## src/rtl/button_press_capture_assert.svh

```systemverilog
// ----------------------------------------------------------------------------
// button press capture assertion macros
// shared property wrappers, clocked on clk and disabled during arst_n
// ----------------------------------------------------------------------------
`ifndef BUTTON_PRESS_CAPTURE_ASSERT_SVH
`define BUTTON_PRESS_CAPTURE_ASSERT_SVH

// same-cycle implication
`define BPC_ASSERT_NOW(lbl, ante, cons, msg) \
	lbl: assert property (@(posedge clk) disable iff (!arst_n) (ante) |-> (cons)) \
		else $error(msg);

// next-cycle implication
`define BPC_ASSERT_NEXT(lbl, ante, cons, msg) \
	lbl: assert property (@(posedge clk) disable iff (!arst_n) (ante) |=> (cons)) \
		else $error(msg);

`endif

```

## src/rtl/bpc_pkg.sv

```systemverilog
// ----------------------------------------------------------------------------
// bpc_pkg
// shared codes, defaults and payload types of the button press capture block
// ----------------------------------------------------------------------------
`timescale 1ns / 1ps

package bpc_pkg;

	// field widths
	localparam int KEY_W   = 64;
	localparam int PAD_W   = 32;
	localparam int MOUSE_W = 8;
	localparam int CODE_W  = 6;
	localparam int BTN_W   = 5;
	localparam int CFG_W   = 6;

	// default counts
	localparam int KEY_COUNT_DEF   = 64;
	localparam int PAD_COUNT_DEF   = 32;
	localparam int MOUSE_COUNT_DEF = 8;

	// register reset values
	localparam logic [CODE_W-1:0] CANCEL_KEY_RST    = 6'd41;
	localparam logic [BTN_W-1:0]  CANCEL_BUTTON_RST = 5'd6;

	// register indexes
	localparam logic CFG_CANCEL_KEY    = 1'b0;
	localparam logic CFG_CANCEL_BUTTON = 1'b1;

	// action codes
	localparam logic [1:0] ACT_SAMPLE = 2'd0;
	localparam logic [1:0] ACT_ARM    = 2'd1;
	localparam logic [1:0] ACT_CANCEL = 2'd2;

	// binding kinds
	localparam logic [1:0] KIND_NONE  = 2'd0;
	localparam logic [1:0] KIND_KEY   = 2'd1;
	localparam logic [1:0] KIND_PAD   = 2'd2;
	localparam logic [1:0] KIND_MOUSE = 2'd3;

	// outcome codes
	localparam logic [1:0] OUT_NONE      = 2'd0;
	localparam logic [1:0] OUT_CAPTURED  = 2'd1;
	localparam logic [1:0] OUT_CANCELLED = 2'd2;

	// scan verdict for one listening frame, plus release check for draining
	typedef struct packed {
		logic [1:0]        what;
		logic [1:0]        kind;
		logic [CODE_W-1:0] code;
		logic              held;
	} scan_t;

	// one result item
	typedef struct packed {
		logic [1:0]        outcome;
		logic [1:0]        kind;
		logic [CODE_W-1:0] code;
		logic [1:0]        phase;
	} result_t;

endpackage

```

## src/rtl/bpc_scan.sv

```systemverilog
// ----------------------------------------------------------------------------
// bpc_scan
// new press detection, cancel match, lowest new button and release check
// ----------------------------------------------------------------------------
`timescale 1ns / 1ps

module bpc_scan #(
	parameter int KEY_COUNT   = bpc_pkg::KEY_COUNT_DEF,
	parameter int PAD_COUNT   = bpc_pkg::PAD_COUNT_DEF,
	parameter int MOUSE_COUNT = bpc_pkg::MOUSE_COUNT_DEF
) (
	input  logic [KEY_COUNT-1:0]         keys,
	input  logic [PAD_COUNT-1:0]         pad,
	input  logic [MOUSE_COUNT-1:0]       mouse,
	input  logic [KEY_COUNT-1:0]         prior_keys,
	input  logic [PAD_COUNT-1:0]         prior_pad,
	input  logic [MOUSE_COUNT-1:0]       prior_mouse,
	input  logic [bpc_pkg::CODE_W-1:0]   cancel_key,
	input  logic [bpc_pkg::BTN_W-1:0]    cancel_button,
	input  logic                         pad_mode,
	input  logic [1:0]                   held_kind,
	input  logic [bpc_pkg::CODE_W-1:0]   held_code,
	output bpc_pkg::scan_t               scan
);
	import bpc_pkg::*;

	logic [KEY_COUNT-1:0]   new_keys, ck_vec, key_cand, hk_vec;
	logic [PAD_COUNT-1:0]   new_pad, cb_vec, pad_cand, hp_vec;
	logic [MOUSE_COUNT-1:0] new_mouse, hm_vec;
	logic [CODE_W-1:0]      key_low, pad_low, mouse_low;
	logic                   key_cancel, pad_cancel;

	// new presses against the previous snapshot
	assign new_keys  = keys & ~prior_keys;
	assign new_pad   = pad & ~prior_pad;
	assign new_mouse = mouse & ~prior_mouse;

	// one-hot decode of cancel and held indexes; out-of-count indexes decode to zero
	always_comb begin
		for (int i = 0; i < KEY_COUNT; i++) begin
			ck_vec[i] = (cancel_key == CODE_W'(i));
			hk_vec[i] = (held_code == CODE_W'(i));
		end
		for (int i = 0; i < PAD_COUNT; i++) begin
			cb_vec[i] = (cancel_button == BTN_W'(i));
			hp_vec[i] = (held_code == CODE_W'(i));
		end
		for (int i = 0; i < MOUSE_COUNT; i++) begin
			hm_vec[i] = (held_code == CODE_W'(i));
		end
	end

	assign key_cancel = |(new_keys & ck_vec);
	assign pad_cancel = |(new_pad & cb_vec);

	// key zero and the cancel key never count as a capture
	assign key_cand = new_keys & ~ck_vec & ~KEY_COUNT'(1);
	assign pad_cand = new_pad & ~cb_vec;

	// lowest set bit of each candidate vector
	always_comb begin
		key_low   = '0;
		pad_low   = '0;
		mouse_low = '0;
		for (int i = KEY_COUNT - 1; i >= 0; i--) begin
			if (key_cand[i]) key_low = CODE_W'(i);
		end
		for (int i = PAD_COUNT - 1; i >= 0; i--) begin
			if (pad_cand[i]) pad_low = CODE_W'(i);
		end
		for (int i = MOUSE_COUNT - 1; i >= 0; i--) begin
			if (new_mouse[i]) mouse_low = CODE_W'(i);
		end
	end

	// verdict in priority order, and whether the held binding is still down
	always_comb begin
		scan.what = OUT_NONE;
		scan.kind = KIND_NONE;
		scan.code = '0;
		if (key_cancel) begin
			scan.what = OUT_CANCELLED;
			scan.kind = KIND_KEY;
			scan.code = cancel_key;
		end else if (pad_cancel) begin
			scan.what = OUT_CANCELLED;
			scan.kind = KIND_PAD;
			scan.code = CODE_W'(cancel_button);
		end else if (!pad_mode) begin
			if (|key_cand) begin
				scan.what = OUT_CAPTURED;
				scan.kind = KIND_KEY;
				scan.code = key_low;
			end else if (|new_mouse) begin
				scan.what = OUT_CAPTURED;
				scan.kind = KIND_MOUSE;
				scan.code = mouse_low;
			end
		end else if (|pad_cand) begin
			scan.what = OUT_CAPTURED;
			scan.kind = KIND_PAD;
			scan.code = pad_low;
		end
		case (held_kind)
			KIND_KEY:   scan.held = |(keys & hk_vec);
			KIND_PAD:   scan.held = |(pad & hp_vec);
			KIND_MOUSE: scan.held = |(mouse & hm_vec);
			default:    scan.held = 1'b0;
		endcase
	end

endmodule

```

## src/rtl/bpc_skid.sv

```systemverilog
// ----------------------------------------------------------------------------
// bpc_skid
// result register with one skid entry, stall toward the core is registered
// ----------------------------------------------------------------------------
`timescale 1ns / 1ps

module bpc_skid (
	input  logic             clk,
	input  logic             arst_n,
	input  logic             in_valid,
	output logic             in_stall,
	input  bpc_pkg::result_t in_data,
	output logic             out_valid,
	input  logic             out_stall,
	output bpc_pkg::result_t out_data
);
	import bpc_pkg::*;

	`include "button_press_capture_assert.svh"

	logic    main_valid_q, skid_valid_q;
	result_t main_q, skid_q;
	logic    take, drain;

	assign in_stall  = skid_valid_q;
	assign out_valid = main_valid_q;
	assign out_data  = main_q;
	assign take      = in_valid && !skid_valid_q;
	assign drain     = main_valid_q && !out_stall;

	// occupancy
	always_ff @(posedge clk or negedge arst_n) begin
		if (!arst_n) begin
			main_valid_q <= 1'b0;
			skid_valid_q <= 1'b0;
		end else if (drain) begin
			if (skid_valid_q) begin
				skid_valid_q <= 1'b0;
			end else begin
				main_valid_q <= take;
			end
		end else if (take) begin
			if (main_valid_q) skid_valid_q <= 1'b1;
			else main_valid_q <= 1'b1;
		end
	end

	// payload
	always_ff @(posedge clk) begin
		if (drain) begin
			if (skid_valid_q) main_q <= skid_q;
			else if (take) main_q <= in_data;
		end else if (take) begin
			if (main_valid_q) skid_q <= in_data;
			else main_q <= in_data;
		end
	end

	`BPC_ASSERT_NOW(a_skid_needs_main, skid_valid_q, main_valid_q, "skid entry without main entry")
	`BPC_ASSERT_NEXT(a_skid_moves_up, skid_valid_q && !out_stall, main_valid_q && !skid_valid_q, "skid entry not moved up on transfer")
	`BPC_ASSERT_NEXT(a_stalled_take_skids, take && main_valid_q && out_stall, skid_valid_q, "stalled transfer not parked in skid")

endmodule

```

## src/rtl/button_press_capture.sv

```systemverilog
// ----------------------------------------------------------------------------
// button_press_capture
// captures the first newly pressed key, pad or mouse button after arming
// ----------------------------------------------------------------------------
// usage:
//   input channel (in_valid / in_stall) carries one item per transfer: an arm,
//   a cancel or a frame sample with the held key, pad and mouse bitmaps.
//   every accepted item gives exactly one result on the output channel
//   (out_valid / out_stall): outcome, held binding and phase after the item.
//   a result is registered before it is offered on the output channel.
//   throughput is one item per cycle while in_stall is low; phase and snapshot
//   registers update in the transfer cycle, so the next item sees them at once.
//   results go into a result register backed by one skid entry; in_stall
//   rises only when both hold a result the receiver has not taken.
//   cancel_key and cancel_button are written through cfg_we/cfg_index/cfg_data;
//   the user must write them only while no item is in flight; the block has no check.
//   reset: phase idle, no binding, snapshots zero, cancel_key 41,
//   cancel_button 6, output empty.
// ----------------------------------------------------------------------------
`timescale 1ns / 1ps

module button_press_capture #(
	parameter int KEY_COUNT   = bpc_pkg::KEY_COUNT_DEF,
	parameter int PAD_COUNT   = bpc_pkg::PAD_COUNT_DEF,
	parameter int MOUSE_COUNT = bpc_pkg::MOUSE_COUNT_DEF
) (
	input  logic                          clk,
	input  logic                          arst_n,
	// configuration
	input  logic                          cfg_we,
	input  logic                          cfg_index,
	input  logic [bpc_pkg::CFG_W-1:0]     cfg_data,
	// input channel
	input  logic                          in_valid,
	output logic                          in_stall,
	input  logic [1:0]                    action,
	input  logic                          arm_pad,
	input  logic [bpc_pkg::KEY_W-1:0]     keys_down,
	input  logic [bpc_pkg::PAD_W-1:0]     pad_down,
	input  logic [bpc_pkg::MOUSE_W-1:0]   mouse_down,
	// output channel
	output logic                          out_valid,
	input  logic                          out_stall,
	output logic [1:0]                    outcome,
	output logic [1:0]                    captured_kind,
	output logic [bpc_pkg::CODE_W-1:0]    captured_code,
	output logic [1:0]                    phase_now
);
	import bpc_pkg::*;

	`include "button_press_capture_assert.svh"

	typedef enum logic [1:0] {
		PH_IDLE   = 2'd0,
		PH_ARMING = 2'd1,
		PH_LISTEN = 2'd2,
		PH_DRAIN  = 2'd3
	} phase_t;

	phase_t                 phase_q, phase_d;
	logic                   pad_mode_q, pad_mode_d;
	logic [1:0]             pending_q, pending_d;
	logic [1:0]             held_kind_q, held_kind_d;
	logic [CODE_W-1:0]      held_code_q, held_code_d;
	logic [KEY_COUNT-1:0]   prior_keys_q, prior_keys_d, keys;
	logic [PAD_COUNT-1:0]   prior_pad_q, prior_pad_d, pad;
	logic [MOUSE_COUNT-1:0] prior_mouse_q, prior_mouse_d, mouse;
	logic [CODE_W-1:0]      cancel_key_q;
	logic [BTN_W-1:0]       cancel_button_q;
	logic [1:0]             outcome_d;
	logic                   accept;
	scan_t                  scan;
	result_t                res_d, res_out;

	assign accept = in_valid && !in_stall;

	// drop bits above the configured counts
	assign keys  = keys_down[KEY_COUNT-1:0];
	assign pad   = pad_down[PAD_COUNT-1:0];
	assign mouse = mouse_down[MOUSE_COUNT-1:0];

	// configuration registers
	always_ff @(posedge clk or negedge arst_n) begin
		if (!arst_n) begin
			cancel_key_q    <= CANCEL_KEY_RST;
			cancel_button_q <= CANCEL_BUTTON_RST;
		end else if (cfg_we) begin
			case (cfg_index)
				CFG_CANCEL_KEY:    cancel_key_q    <= cfg_data;
				CFG_CANCEL_BUTTON: cancel_button_q <= cfg_data[BTN_W-1:0];
				default: ;
			endcase
		end
	end

	// frame scan
	bpc_scan #(
		.KEY_COUNT   (KEY_COUNT),
		.PAD_COUNT   (PAD_COUNT),
		.MOUSE_COUNT (MOUSE_COUNT)
	) u_scan (
		.keys          (keys),
		.pad           (pad),
		.mouse         (mouse),
		.prior_keys    (prior_keys_q),
		.prior_pad     (prior_pad_q),
		.prior_mouse   (prior_mouse_q),
		.cancel_key    (cancel_key_q),
		.cancel_button (cancel_button_q),
		.pad_mode      (pad_mode_q),
		.held_kind     (held_kind_q),
		.held_code     (held_code_q),
		.scan          (scan)
	);

	// next state for the item at the port
	always_comb begin
		phase_d       = phase_q;
		pad_mode_d    = pad_mode_q;
		pending_d     = pending_q;
		held_kind_d   = held_kind_q;
		held_code_d   = held_code_q;
		prior_keys_d  = prior_keys_q;
		prior_pad_d   = prior_pad_q;
		prior_mouse_d = prior_mouse_q;
		outcome_d     = OUT_NONE;
		case (action)
			ACT_ARM: begin
				pad_mode_d  = arm_pad;
				phase_d     = PH_ARMING;
				pending_d   = OUT_NONE;
				held_kind_d = KIND_NONE;
				held_code_d = '0;
			end
			ACT_CANCEL: begin
				phase_d   = PH_IDLE;
				pending_d = OUT_NONE;
			end
			ACT_SAMPLE: begin
				case (phase_q)
					PH_ARMING: begin
						prior_keys_d  = keys;
						prior_pad_d   = pad;
						prior_mouse_d = mouse;
						phase_d       = PH_LISTEN;
					end
					PH_LISTEN: begin
						prior_keys_d  = keys;
						prior_pad_d   = pad;
						prior_mouse_d = mouse;
						if (scan.what != OUT_NONE) begin
							held_kind_d = scan.kind;
							held_code_d = scan.code;
							pending_d   = scan.what;
							phase_d     = PH_DRAIN;
						end
					end
					PH_DRAIN: begin
						if (!scan.held) begin
							outcome_d = pending_q;
							pending_d = OUT_NONE;
							phase_d   = PH_IDLE;
						end
					end
					default: ;
				endcase
			end
			default: ;
		endcase
	end

	// state update on each transfer
	always_ff @(posedge clk or negedge arst_n) begin
		if (!arst_n) begin
			phase_q       <= PH_IDLE;
			pad_mode_q    <= 1'b0;
			pending_q     <= OUT_NONE;
			held_kind_q   <= KIND_NONE;
			held_code_q   <= '0;
			prior_keys_q  <= '0;
			prior_pad_q   <= '0;
			prior_mouse_q <= '0;
		end else if (accept) begin
			phase_q       <= phase_d;
			pad_mode_q    <= pad_mode_d;
			pending_q     <= pending_d;
			held_kind_q   <= held_kind_d;
			held_code_q   <= held_code_d;
			prior_keys_q  <= prior_keys_d;
			prior_pad_q   <= prior_pad_d;
			prior_mouse_q <= prior_mouse_d;
		end
	end

	// result item
	assign res_d.outcome = outcome_d;
	assign res_d.kind    = held_kind_d;
	assign res_d.code    = held_code_d;
	assign res_d.phase   = phase_d;

	bpc_skid u_skid (
		.clk       (clk),
		.arst_n    (arst_n),
		.in_valid  (in_valid),
		.in_stall  (in_stall),
		.in_data   (res_d),
		.out_valid (out_valid),
		.out_stall (out_stall),
		.out_data  (res_out)
	);

	assign outcome       = res_out.outcome;
	assign captured_kind = res_out.kind;
	assign captured_code = res_out.code;
	assign phase_now     = res_out.phase;

	`BPC_ASSERT_NOW(a_report_only_idle, out_valid && (outcome != OUT_NONE), phase_now == PH_IDLE, "outcome reported outside idle")
	`BPC_ASSERT_NOW(a_pending_in_drain, pending_q != OUT_NONE, phase_q == PH_DRAIN && held_kind_q != KIND_NONE, "pending outcome without drain")
	`BPC_ASSERT_NEXT(a_arm_clears, accept && (action == ACT_ARM), phase_q == PH_ARMING && held_kind_q == KIND_NONE, "arm did not clear binding")
	`BPC_ASSERT_NOW(a_listen_unbound, phase_q == PH_LISTEN || phase_q == PH_ARMING, held_kind_q == KIND_NONE && pending_q == OUT_NONE, "binding held while listening")

endmodule
```

## config.mk

```make
export PLATFORM = sky130hd
export DESIGN_NAME = button_press_capture
export DESIGN_NICKNAME = d
export VERILOG_FILES = /design/src/rtl/bpc_pkg.sv /design/src/rtl/bpc_scan.sv /design/src/rtl/bpc_skid.sv /design/src/rtl/button_press_capture.sv
export VERILOG_INCLUDE_DIRS = /design/src /design/src/rtl
export SDC_FILE = /design/constraint.sdc
export NUM_CORES = 1
export LEC_CHECK = 0
export ABC_AREA = 1
export BUFFER_PORTS_ARGS = -buffer_cell sky130_fd_sc_hd__buf_4
export CAP_MARGIN = 20
export CORE_ASPECT_RATIO = 0.8
export CORE_MARGIN = 8
export CORE_UTILIZATION = 53
export DETAILED_ROUTE_END_ITERATION = 7
export GPL_TIMING_DRIVEN = 0
export PLACE_DENSITY = 0.76
export SLEW_MARGIN = 15
export SYNTH_ARGS = -nofsm -noshare
export SYNTH_HDL_FRONTEND = slang
export SYNTH_SLANG_ARGS = --single-unit
export TNS_END_PERCENT = 50
```

## constraint.sdc

```tcl
create_clock -name clk -period 12.9 [get_ports clk]
set_input_delay 1.29 -clock clk [delete_from_list [all_inputs] [get_ports clk]]
set_output_delay 1.29 -clock clk [all_outputs]
set_load 0.02 [all_outputs]
```

# Word level (Yosys, flattened, before mapping)
# Index checks and enable logic that the tools add are counted.
# op_classes
muxes	138
bitwise	17
n_reduce_logical	32
n_eq_ne	170
# ops
operator	count
$mux W6	65
$eq A6 B6 Y1 const B	64
$and A64 B64 Y64	4
$eq A6 B5 Y1 const B	32
$mux W5	32
$and A32 B32 Y32	4
$not A64 Y64	2
$reduce_or A64 Y1	2
$eq A6 B4 Y1 const B	16
$reduce_or A32 Y1	3
$eq A5 B5 Y1 const B	16
$not A32 Y32	2
$reduce_or A63 Y1	1
$mux W12	5
$eq A6 B3 Y1 const B	8
$eq A5 B4 Y1 const B	8
$mux W10	4
$eq A6 B2 Y1 const B	4
$mux W3	8
$eq A5 B3 Y1 const B	4
$mux W2	9
$mux W9	2
$and A8 B8 Y8	2
$reduce_or A8 Y1	2
25 further kinds	58
# word_totals
ff_bits	154
out_inout_bits	14
in_bits	119
elab_cells	377

# Logic depth before layout (Yosys ltp)
# Gate-level depths: netlist (run 1).
# logic_depth
ltp_word	77
mapped_depth	75
mapped_depth_nobuf	75

# By module
# A second synthesis (run 1) with hierarchy kept.
# unflattened
hier_cells	1568
hier_area_um2	11429.7
# modules_own_cells
mod	instances	cells_per_inst	seq_area_each_um2	area_per_inst_um2
button_press_capture	1	391	3209.3	5410.2
bpc_scan	1	1094	0.0	4939.7
bpc_skid	1	83	770.7	1079.8

# Worst setup path after synthesis (run 1)
# No wires, ideal clock.
# synth_timing
kind	input port to flip-flop
from	input keys_down[62] (netlist bit)
to	register u_skid.main_q (netlist bit u_skid.out_data[2]) (data pin)
t_arrival_ns	4.529
setup_time_ns	0.249
cell_stages	73
path_buffers	0
t_required_ns	12.651
slack_ns	8.122
cell_sequence	inv_1 nor2_1 nand2_1 nand2_1 nand2_1 nand2_1 nand2_1 nand2_1 nand2_1 nand2_1 nand2_1 nand2_1 nand2_1 nand2_1 nand2_1 nand2_1 nand2_1 nand2_1 [37 not listed] nand2_1 nand2_1 nand2_1 nand2_1 nand2_1 nand2_1 nand2_1 nand2_1 nand2_1 nand3_1 nand2_1 nand2_1 nand2_1 nand2_1 nand2_1 nand3_1 nand2_1 inv_1
# synth_between
elab_chain_cells	74
word_cells_on_any_way	80
classes_between	mux: 74; bitwise: 3; reduce/logical: 3
# synth_rtl
element	line	source
start, declared	button_press_capture.sv:38	input logic [bpc_pkg::KEY_W-1:0] keys_down,
$and A64 B64 Y64 (*)	bpc_scan.sv:34	assign new_keys = keys & ~prior_keys;
$and A64 B64 Y64	bpc_scan.sv:57	assign key_cand = new_keys & ~ck_vec & ~KEY_COUNT'(1);
$mux W6 (62 in series)	bpc_scan.sv:66	if (key_cand[i]) key_low = CODE_W'(i);
$mux W10	bpc_scan.sv:90	if (|key_cand) begin
$mux W10	bpc_scan.sv:89	end else if (!pad_mode) begin
$mux W10	bpc_scan.sv:85	end else if (pad_cancel) begin
$mux W10 (*)	bpc_scan.sv:81	if (key_cancel) begin
$mux W6 (*)	button_press_capture.sv:151	if (scan.what != OUT_NONE) begin
$mux W6 (*)	button_press_capture.sv:140	case (phase_q)
$pmux W6 S2 (*)	button_press_capture.sv:127	case (action)
$mux W12, on equally long branches	bpc_skid.sv:54, bpc_skid.sv:52	
$mux W12, on equally long branches	bpc_skid.sv:53, bpc_skid.sv:51	
$mux W12 (*)	bpc_skid.sv:50	if (drain) begin
end signal, assigned	bpc_skid.sv:51	if (skid_valid_q) main_q <= skid_q;
end signal, assigned	bpc_skid.sv:52	else if (take) main_q <= in_data;
end signal, assigned	bpc_skid.sv:55	else main_q <= in_data;
end, declared	bpc_skid.sv:22	result_t main_q, skid_q;
# Every way passes the cells marked *; elsewhere a longest branch is shown, timed or not. The select of a mux whose other input is x is not followed.
# A chain may end at the register's enable or synchronous reset.

# Final worst setup path (run 1)
# layout_timing
from	register cancel_key_q[0]
to	register u_skid.main_q (netlist bit u_skid.out_data[2]) (data pin)
# layout_between
elab_chain_cells	76
word_cells_on_any_way	145
classes_between	eq/ne: 63; mux: 75; bitwise: 3; reduce/logical: 4
# layout_rtl
element	line	source
start, declared	button_press_capture.sv:68	logic [CODE_W-1:0] cancel_key_q;
start signal, assigned	button_press_capture.sv:89	CFG_CANCEL_KEY: cancel_key_q <= cfg_data;
$eq A6 B6 Y1	bpc_scan.sv:41	ck_vec[i] = (cancel_key == CODE_W'(i));
$not A64 Y64	bpc_scan.sv:57	
$and A64 B64 Y64	bpc_scan.sv:57	
$mux W6 (63 in series)	bpc_scan.sv:66	
$mux W10	bpc_scan.sv:90	
$mux W10	bpc_scan.sv:89	
$mux W10	bpc_scan.sv:85	
$mux W10 (*)	bpc_scan.sv:81	
$mux W6 (*)	button_press_capture.sv:151	
$mux W6 (*)	button_press_capture.sv:140	
$pmux W6 S2 (*)	button_press_capture.sv:127	
$mux W12, on equally long branches	bpc_skid.sv:54, bpc_skid.sv:52	
$mux W12, on equally long branches	bpc_skid.sv:53, bpc_skid.sv:51	
$mux W12 (*)	bpc_skid.sv:50	
# Marked as above.

==> results_tabular.tex, run 1 <==
\begin{tabular}{lr}
\hline
Metric & Value \\
\hline
\multicolumn{2}{l}{\textbf{Placed design}} \\
Port-buffer cells & 132 \\
Half-perimeter wire length after placement & 31.37 mm \\
Routability congestion estimate & 1.059 \\
\multicolumn{2}{l}{\textbf{Setup path}} \\
Top delay family on crit path & simple AND/OR/NAND/NOR gates \\
Longest individual stage delay on the worst path & about 0.67 ns \\
Arrival time at the worst endpoint & 5.94 ns \\
Kind of start point of the critical path & register \\
Data required time of the worst path & 13.11 ns \\
Worst Path Max Fanout & 4 \\
Setup crit end kind & register \\
FF-to-FF Start & cancel\_key\_q[0]\$\_DFFE\_PN1P\_ \\
R2r worst-path depth & between 70 and 80 \\
Classification of the worst setup path & reg2reg \\
R2R Setup Slk & between 7 and 8 ns \\
Critical R2R Capture & u\_skid.out\_data[2]\$\_DFFE\_PP\_ \\
Crit path max-delay cell type & nor2\_1 \\
Most numerous cell on the critical path & nand2\_1 \\
Crit path buf inv count & 1 \\
\multicolumn{2}{l}{\textbf{Route}} \\
DR DRC count & 0 \\
Total Routed Length & 40.24 mm \\
Initial DRT Pass Iterations & 6 \\
Initial DRC count & slightly above 2,000 \\
DRT antenna net count & 0 \\
Per-cell routed wire length & $\sim$20 um \\
Via count & 12,110 \\
Mean number of vias per cell & a little under 6 \\
\multicolumn{2}{l}{\textbf{CTS}} \\
H-tree level count & 4 \\
CTS Hold Buffers Added & 0 \\
Clock tree root driver cell & clkbuf\_16 \\
Clock tree from TritonCTS & done \\
TritonCTS buffer count & 17 \\
Buffer levels on the longest clock path & 2 \\
Setup bufs post-CTS & 0 \\
TritonCTS Sinks & 154 \\
Source-to-sink clock delay at the later pin of the worst-skew pair & 0.45 ns \\
Clock-pin slew of the registers on the worst-case setup and hold paths & 0.08 ns \\
Resized cells post-CTS & 0 \\
\multicolumn{2}{l}{\textbf{Synthesis}} \\
Fraction of the mapped netlist area in simple logic gates & a little over a third \\
Largest area contributor in the netlist & dfrtp\_1 \\
Area share of the leading cell type in the synthesized netlist & 29.56\% \\
Area fraction in compound gates after synthesis & $\sim$15\% \\
Main combinational cell family by area after synthesis & simple AND/OR/NAND/NOR gates \\
Syn\_area\_per\_cell & between 6 and 7 sq um \\
Number of different library cells in the post-synthesis netlist & 47 \\
Yosys reg bits & 154 \\
Most common flop cell mapped by yosys & dfrtp\_1 \\
Count of mapped cells out of synthesis & around 1,600 \\
Register area share after synthesis & 37.61\% \\
Mux contribution to synthesized area & 0.7686\% \\
Number of enable flip-flop cells after synthesis & 24 \\
Parity-gate share of the synthesized area counting xor and xnor cells & 0\% \\
Summed instance area of the synthesized netlist & 10,580 sq um \\
Arithmetic-cell share of the synthesized area counting full adders, half adders and majority gates & 0.8277\% \\
Post-synthesis async set-or-reset flop share & 84.42\% \\
Warning count from the yosys run & 0 \\
Cell types occupying the most area after synthesis & dfrtp\_1, nand2\_1, nor2\_1 \\
Synth Net Count & 1,755 \\
\multicolumn{2}{l}{\textbf{Die}} \\
Area of the core & 19,680 sq um \\
I/O pins & 133 \\
Initial cell density of the core & 53.76\% \\
Die Area & 24,770 sq um \\
Std cell rows & 46 \\
Horizontal extent of the die & 174.0 um \\
DIE HEIGHT & $\sim$140 um \\
\multicolumn{2}{l}{\textbf{Layout}} \\
Fraction of layout instances using a drive strength above 1 & 10.58\% \\
Number of nets at the end of the flow & 1,908 \\
Top library cells by usage in the layout, fill and taps aside & nand2\_1, nor2\_1, inv\_1 \\
Synthesis-to-finish area growth & 18.64\% \\
Most common cell after layout, fill and taps aside & nand2\_1 \\
Utilization after layout & 63.77\% \\
Diode count & 0 \\
\multicolumn{2}{l}{\textbf{GRT}} \\
Antenna violations before repair & 0 \\
Number of global-route vias before repair & 11,150 \\
GRT Resource Usage Total & 32.28\% \\
Maximum number of pins on one net before global-route repair & 90 \\
Wire length of the first global-routing pass & 62.08 mm \\
Global route total overflow & 0 \\
\multicolumn{2}{l}{\textbf{Timing}} \\
Max transition margin & 32.41\% \\
Skew final & 0.01576 ns \\
Setup violators final & 0 \\
Pin slew with the least headroom to its limit & 1.010 ns \\
Final hold violations & 0 \\
Final slew viol count & 0 \\
Highest achievable clock rate & between 0.15 and 0.2 GHz \\
Worst hold margin & 0.4870 ns \\
Unrepaired setup endpoints after global routing & false \\
Period utilization & roughly 44\% \\
Clock period minus final worst setup slack & 5.733 ns \\
Total Negative Setup Slacks & 0 ns \\
\multicolumn{2}{l}{\textbf{Pwr}} \\
Total power density per cell area & 194.3 nW/um\^{}2 \\
Reported leakage power & 6.215 nW \\
Worst IR drop on VDD & roughly 0.00010 V \\
Overall Power & 0.002439 W \\
\multicolumn{2}{l}{\textbf{Min path}} \\
Instance count along the most critical hold path & 2 \\
Worst hold path class & reg2reg \\
Start point of the worst min-delay path & prior\_mouse\_q[6]\$\_DFFE\_PN0P\_ \\
Worst Hold Path EP & prior\_mouse\_q[6]\$\_DFFE\_PN0P\_ \\
\multicolumn{2}{l}{\textbf{Status}} \\
Run status & finished, final reports clean \\
\multicolumn{2}{l}{\textbf{Job}} \\
Count of maximum capacitance violations & 0 \\
\hline
\end{tabular}
==> worst max-delay path by stage <==
| stage | start | to | slack [ns] | cells after the start |
|---|---|---|---|---|
| 2_1_floorplan | keys_down[62] | u_skid.out_data[2]$_DFFE_PP_ | 8.12 | 73 |
| 6_report | cancel_key_q[0]$_DFFE_PN1P_ | u_skid.out_data[2]$_DFFE_PP_ | 7.17 | 71 |
| 3_3_place_gp | keys_down[62] | u_skid.out_data[2]$_DFFE_PP_ | 7.17 | 74 |
| 5_1_grt | cancel_key_q[0]$_DFFE_PN1P_ | u_skid.out_data[2]$_DFFE_PP_ | 6.53 | 71 |
| 4_1_cts | cancel_key_q[0]$_DFFE_PN1P_ | u_skid.out_data[2]$_DFFE_PP_ | 7.39 | 71 |
| 3_5_place_dp | keys_down[62] | u_skid.out_data[2]$_DFFE_PP_ | 7.17 | 74 |
==> worst min-delay path, stage by stage (launching register included) <==
cell and delay, ns:
dfrtp_1 0.34, nand2_1 0.05, o21ai_0 0.06
==> report_power, final <==
part | leakage (nW) | internal (W) | switching [W] | total, W
combinational | 4.11 | 0.000341 | 0.000731 | 0.00107
clock | 0.287 | 0.000262 | 0.000260 | 0.000522
sequential | 1.81 | 0.000712 | 0.000133 | 0.000844
total | 6.21 | 0.00131 | 0.00112 | 0.00244
==> stage by stage <==
| stage | instance area (sq um) | setup slack, ns | cells |
|---|---|---|---|
| global route | 12550 | 6.525 | 2059 |
| global placement | 11900 | 7.168 | 2025 |
| detailed placement | 11940 | 7.166 | 2026 |
| floorplan | 10580 | 8.122 | 1629 |
| CTS | 12540 | 7.389 | 2058 |
| finish | 12550 | 7.167 | 2059 |
==> sequential cells by signal, indices dropped and copies added (netlist names) <==
signal,count
cancel_key_q,6
pending_q,2
held_kind_q,2
prior_pad_q,32
u_skid.out_valid,1
phase_q,2
u_skid.skid_q,12
u_skid.in_stall,1
held_code_q,6
prior_keys_q,64
u_skid.out_data,12
prior_mouse_q,8
pad_mode_q,1
cancel_button_q,5
==> routing by layer <==
metal	track usage (%)	wire length (um)	vias to the layer above	share of wire, %
met2	46.35	16440	759	41
li1	-	-	5667	-
met5	0	0	-	0
met4	12.57	1469	0	3.7
met1	46.12	17240	5563	43
met3	7.611	5097	116	13
==> Yosys cell counts, drive strengths merged, types with 7 or more instances <==
cell / count
or2: 7
nand3: 99
inv: 203
o32ai: 10
mux2i: 7
buf: 7
ha: 7
o2111ai: 9
nor3: 48
o21ai: 129
o211ai: 8
o31ai: 12
a31oi: 11
nand2: 504
edfxtp: 24
nor4: 18
clkbuf: 35
nor2: 237
o22ai: 13
a21oi: 55
dfrtp: 125
nand4: 21
==> cell families (layout without fill, tap and decap cells) <==
kind of cell / Yosys count / after routing
AND/OR/NAND/NOR: 935 / 935
AO/OA/AOI/OAI: 276 / 276
adder cells (fa/ha/maj): 7 / 7
buffers and inverters: 249 / 415
multiplexers: 8 / 8
flip-flops: 154 / 154
==> cell type report <==
| cell class | count | area (sq um) |
|---|---|---|
| fillers | 1854 | 7131 |
| multi-input cells | 1226 | 5664 |
| flip-flops and latches | 154 | 3980 |
| repair buffers | 134 | 1033 |
| inverters | 207 | 777.0 |
| clock buffers | 17 | 425.4 |
| well taps | 264 | 330.3 |
| clock inverters | 15 | 178.9 |
| plain buffers | 42 | 163.9 |
No activity file was read; power rests on OpenSTA's default activity.
==> inputs of run 2 (changes only) <==
clock period = 5.6 ns   (was 12.9 ns; I/O delays follow)
==> results_tabular.tex, run 2 (synthesized netlist as in run 1, its figures left out) <==
\begin{tabular}{lr}
\hline
Metric & Value \\
\hline
\multicolumn{2}{l}{\textbf{Layout}} \\
Most common cell after layout, fill and taps aside & nand2\_1 \\
Number of nets at the end of the flow & 1,925 (+0.89\%) \\
Area occupied by multi-input gates & 5786 sq um (+2.1\%) \\
Fill cell total of the finished layout & 1,832 (-1.2\%) \\
Synthesis-to-finish area growth & 21.09\% \\
Number of flip-flops under the largest register name & 64 (unchanged) \\
Top library cells by usage in the layout, fill and taps aside & nand2\_1, nor2\_1, inv\_1 \\
Fraction of layout instances using a drive strength above 1 & 12.91\% (+2.3 points) \\
Sequential cell area & 3980 sq um (unchanged) \\
Largest registers & prior\_keys\_q: 64 flops, prior\_pad\_q: 32 flops \\
Register name with the most flops & prior\_keys\_q \\
Diode count & 0 (unchanged) \\
\multicolumn{2}{l}{\textbf{Route}} \\
Total Routed Length & 40.86 mm (+1.5\%) \\
Initial DRT Pass Iterations & 6 (unchanged) \\
Via count & 12,310 (+1.7\%) \\
DR DRC count & 0 (unchanged) \\
Initial DRC count & 1,947 (-5.6\%) \\
Mean number of vias per cell & 5.931 (+0.88\%) \\
DRT antenna net count & 0 (unchanged) \\
Per-cell routed wire length & 19.68 um (+0.70\%) \\
\multicolumn{2}{l}{\textbf{Setup path}} \\
Data required time of the worst path & 5.81 ns (-7.30 ns) \\
Setup crit end kind & register \\
Critical R2R Capture & u\_skid.out\_data[2]\$\_DFFE\_PP\_ \\
R2R Setup Slk & 0.35 ns (-6.81 ns) \\
Arrival time at the worst endpoint & 5.46 ns (-0.48 ns) \\
Longest individual stage delay on the worst path & 0.46 ns (-0.21 ns) \\
Origin of the worst setup path & cancel\_key\_q[2]\$\_DFFE\_PN0P\_ \\
Classification of the worst setup path & reg2reg \\
FF-to-FF Start & cancel\_key\_q[2]\$\_DFFE\_PN0P\_ \\
Most numerous cell on the critical path & nand2\_1 \\
R2r worst-path depth & 66 (-7.0\%) \\
Worst setup path endpoint & u\_skid.out\_data[2]\$\_DFFE\_PP\_ \\
Worst Path Max Fanout & 5 (+1) \\
Crit path max-delay cell type & dfrtp\_1 \\
Kind of start point of the critical path & register \\
\multicolumn{2}{l}{\textbf{Min path}} \\
Start point of the worst min-delay path & cfg\_data[5] \\
Instance count along the most critical hold path & 2 (unchanged) \\
Worst hold path class & in2reg \\
\multicolumn{2}{l}{\textbf{Die}} \\
I/O pins & 133 (unchanged) \\
Initial cell density of the core & 53.76\% (unchanged) \\
Std cell rows & 46 (unchanged) \\
Area of the core & 19,680 sq um (unchanged) \\
DIE HEIGHT & 142.4 um (unchanged) \\
Die Area & 24,770 sq um (unchanged) \\
Horizontal extent of the die & 174.0 um (unchanged) \\
\multicolumn{2}{l}{\textbf{Pwr}} \\
Overall Power & 0.005674 W (+130\%) \\
Reported leakage power & 6.333 nW (+1.9\%) \\
Total power density per cell area & 442.8 nW/um\^{}2 (+130\%) \\
Worst IR drop on VDD & 0.0002417 V (+130\%) \\
\multicolumn{2}{l}{\textbf{Timing}} \\
Final hold violations & 0 (unchanged) \\
Smallest setup slack after layout & 0.3523 ns (-6.814 ns) \\
Final slew viol count & 0 (unchanged) \\
Skew final & 0.01775 ns (+0.001992 ns) \\
Unrepaired setup endpoints after global routing & true \\
Highest achievable clock rate & 0.1906 GHz (+9.3\%) \\
Setup violators final & 0 (unchanged) \\
Period utilization & 93.71\% (+49 points) \\
Clock period minus final worst setup slack & 5.248 ns (-0.4856 ns) \\
Pin slew with the least headroom to its limit & 0.9742 ns (-0.03588 ns) \\
Max transition margin & 34.81\% (+2.4 points) \\
\multicolumn{2}{l}{\textbf{Placed design}} \\
Port-buffer cells & 132 (unchanged) \\
Post-placement setup slack & 0.1288 ns (-7.037 ns) \\
Routability congestion estimate & 1.059 (unchanged) \\
Half-perimeter wire length after placement & 31.37 mm (unchanged) \\
\multicolumn{2}{l}{\textbf{CTS}} \\
TritonCTS Sinks & 154 (unchanged) \\
Source-to-sink clock delay at the later pin of the worst-skew pair & 0.45 ns (about the same) \\
Clock tree from TritonCTS & done \\
Clock-pin slew of the registers on the worst-case setup and hold paths & 0.08 ns (about the same) \\
Clock tree root driver cell & clkbuf\_16 \\
Buffer levels on the longest clock path & 2 (unchanged) \\
H-tree level count & 4 (unchanged) \\
TritonCTS buffer count & 17 (unchanged) \\
\multicolumn{2}{l}{\textbf{GRT}} \\
Global route total overflow & 0 (unchanged) \\
GRT Resource Usage Total & 32.29\% (about the same) \\
Wire length of the first global-routing pass & 62.11 mm (about the same) \\
Maximum number of pins on one net before global-route repair & 90 (unchanged) \\
Antenna violations before repair & 0 (unchanged) \\
Number of global-route vias before repair & 11,150 (+0.036\%) \\
\multicolumn{2}{l}{\textbf{Job}} \\
Count of maximum capacitance violations & 0 (unchanged) \\
\multicolumn{2}{l}{\textbf{Status}} \\
Run status & finished, final reports clean \\
\hline
\end{tabular}
-- run 2: repair_timing --
action                                  4_1_cts  5_1_grt
hold buffers                                  1        0
endpoints found under the setup margin        0       13
setup buffers                                 0       16
gates resized for setup                       0       42
endpoints found under the hold margin        11        0
-- run 2: how the worst min path moves through the flow --
| stage | endpoint | slack, ns |
|---|---|---|
| 3_5_place_dp | prior_keys_q[25]$_DFFE_PN0P_ | 0.47 |
| 2_1_floorplan | cancel_button_q[0]$_DFFE_PN0P_ | 0.26 |
| 4_1_cts | cancel_key_q[5]$_DFFE_PN1P_ | 0.34 |
| 3_3_place_gp | prior_mouse_q[6]$_DFFE_PN0P_ | 0.46 |
| 6_report | cancel_key_q[5]$_DFFE_PN1P_ | 0.35 |
| 5_1_grt | cancel_key_q[5]$_DFFE_PN1P_ | 0.35 |
-- run 2: routing by layer --
| metal | global-route usage [%] | vias to the layer above | wire (um) |
|---|---|---|---|
| met5 | 0 | - | 0 |
| met4 | 12.57 | 0 | 1527 |
| met3 | 7.611 | 137 | 5284 |
| met2 | 46.35 | 827 | 16720 |
| met1 | 46.16 | 5656 | 17330 |
| li1 | - | 5692 | - |
-- run 2: area by class of cell --
cell class              instances  area share (%)
clock buffers                  17           3.320
plain buffers                  42           1.328
multi-input cells            1226           45.15
inverters                     207           6.083
well taps                     264           2.578
repair buffers                151           9.081
flip-flops and latches        154           31.06
clock inverters                15           1.396
-- run 2: power by group --
part / internal, W / switching (W)
sequential: 0.00164 / 0.000308
combinational: 0.000806 / 0.00172
clock: 0.000603 / 0.000597
-- run 2: through the flow --
stage                     setup TNS [ns]  hold WS [ns]  instance area [sq um]  utilization [%]  instances
final                                  0        0.3499                  12810            65.10       2076
after global routing             -0.7545        0.3547                  12810            65.10       2076
after CTS                              0        0.3447                  12550            63.77       2059
after detailed placement               0        0.4655                  11940            60.65       2026
after global placement                 0        0.4622                  11900            60.47       2025
after floorplan                        0        0.2644                  10580                -       1629
-- run 2: worst max-delay path, delay by kind of cell, from the launching register on --
kind          cells  cell delay (ns)
simple gates     64             4.42
flops             1             0.46
buf+inv           2             0.16
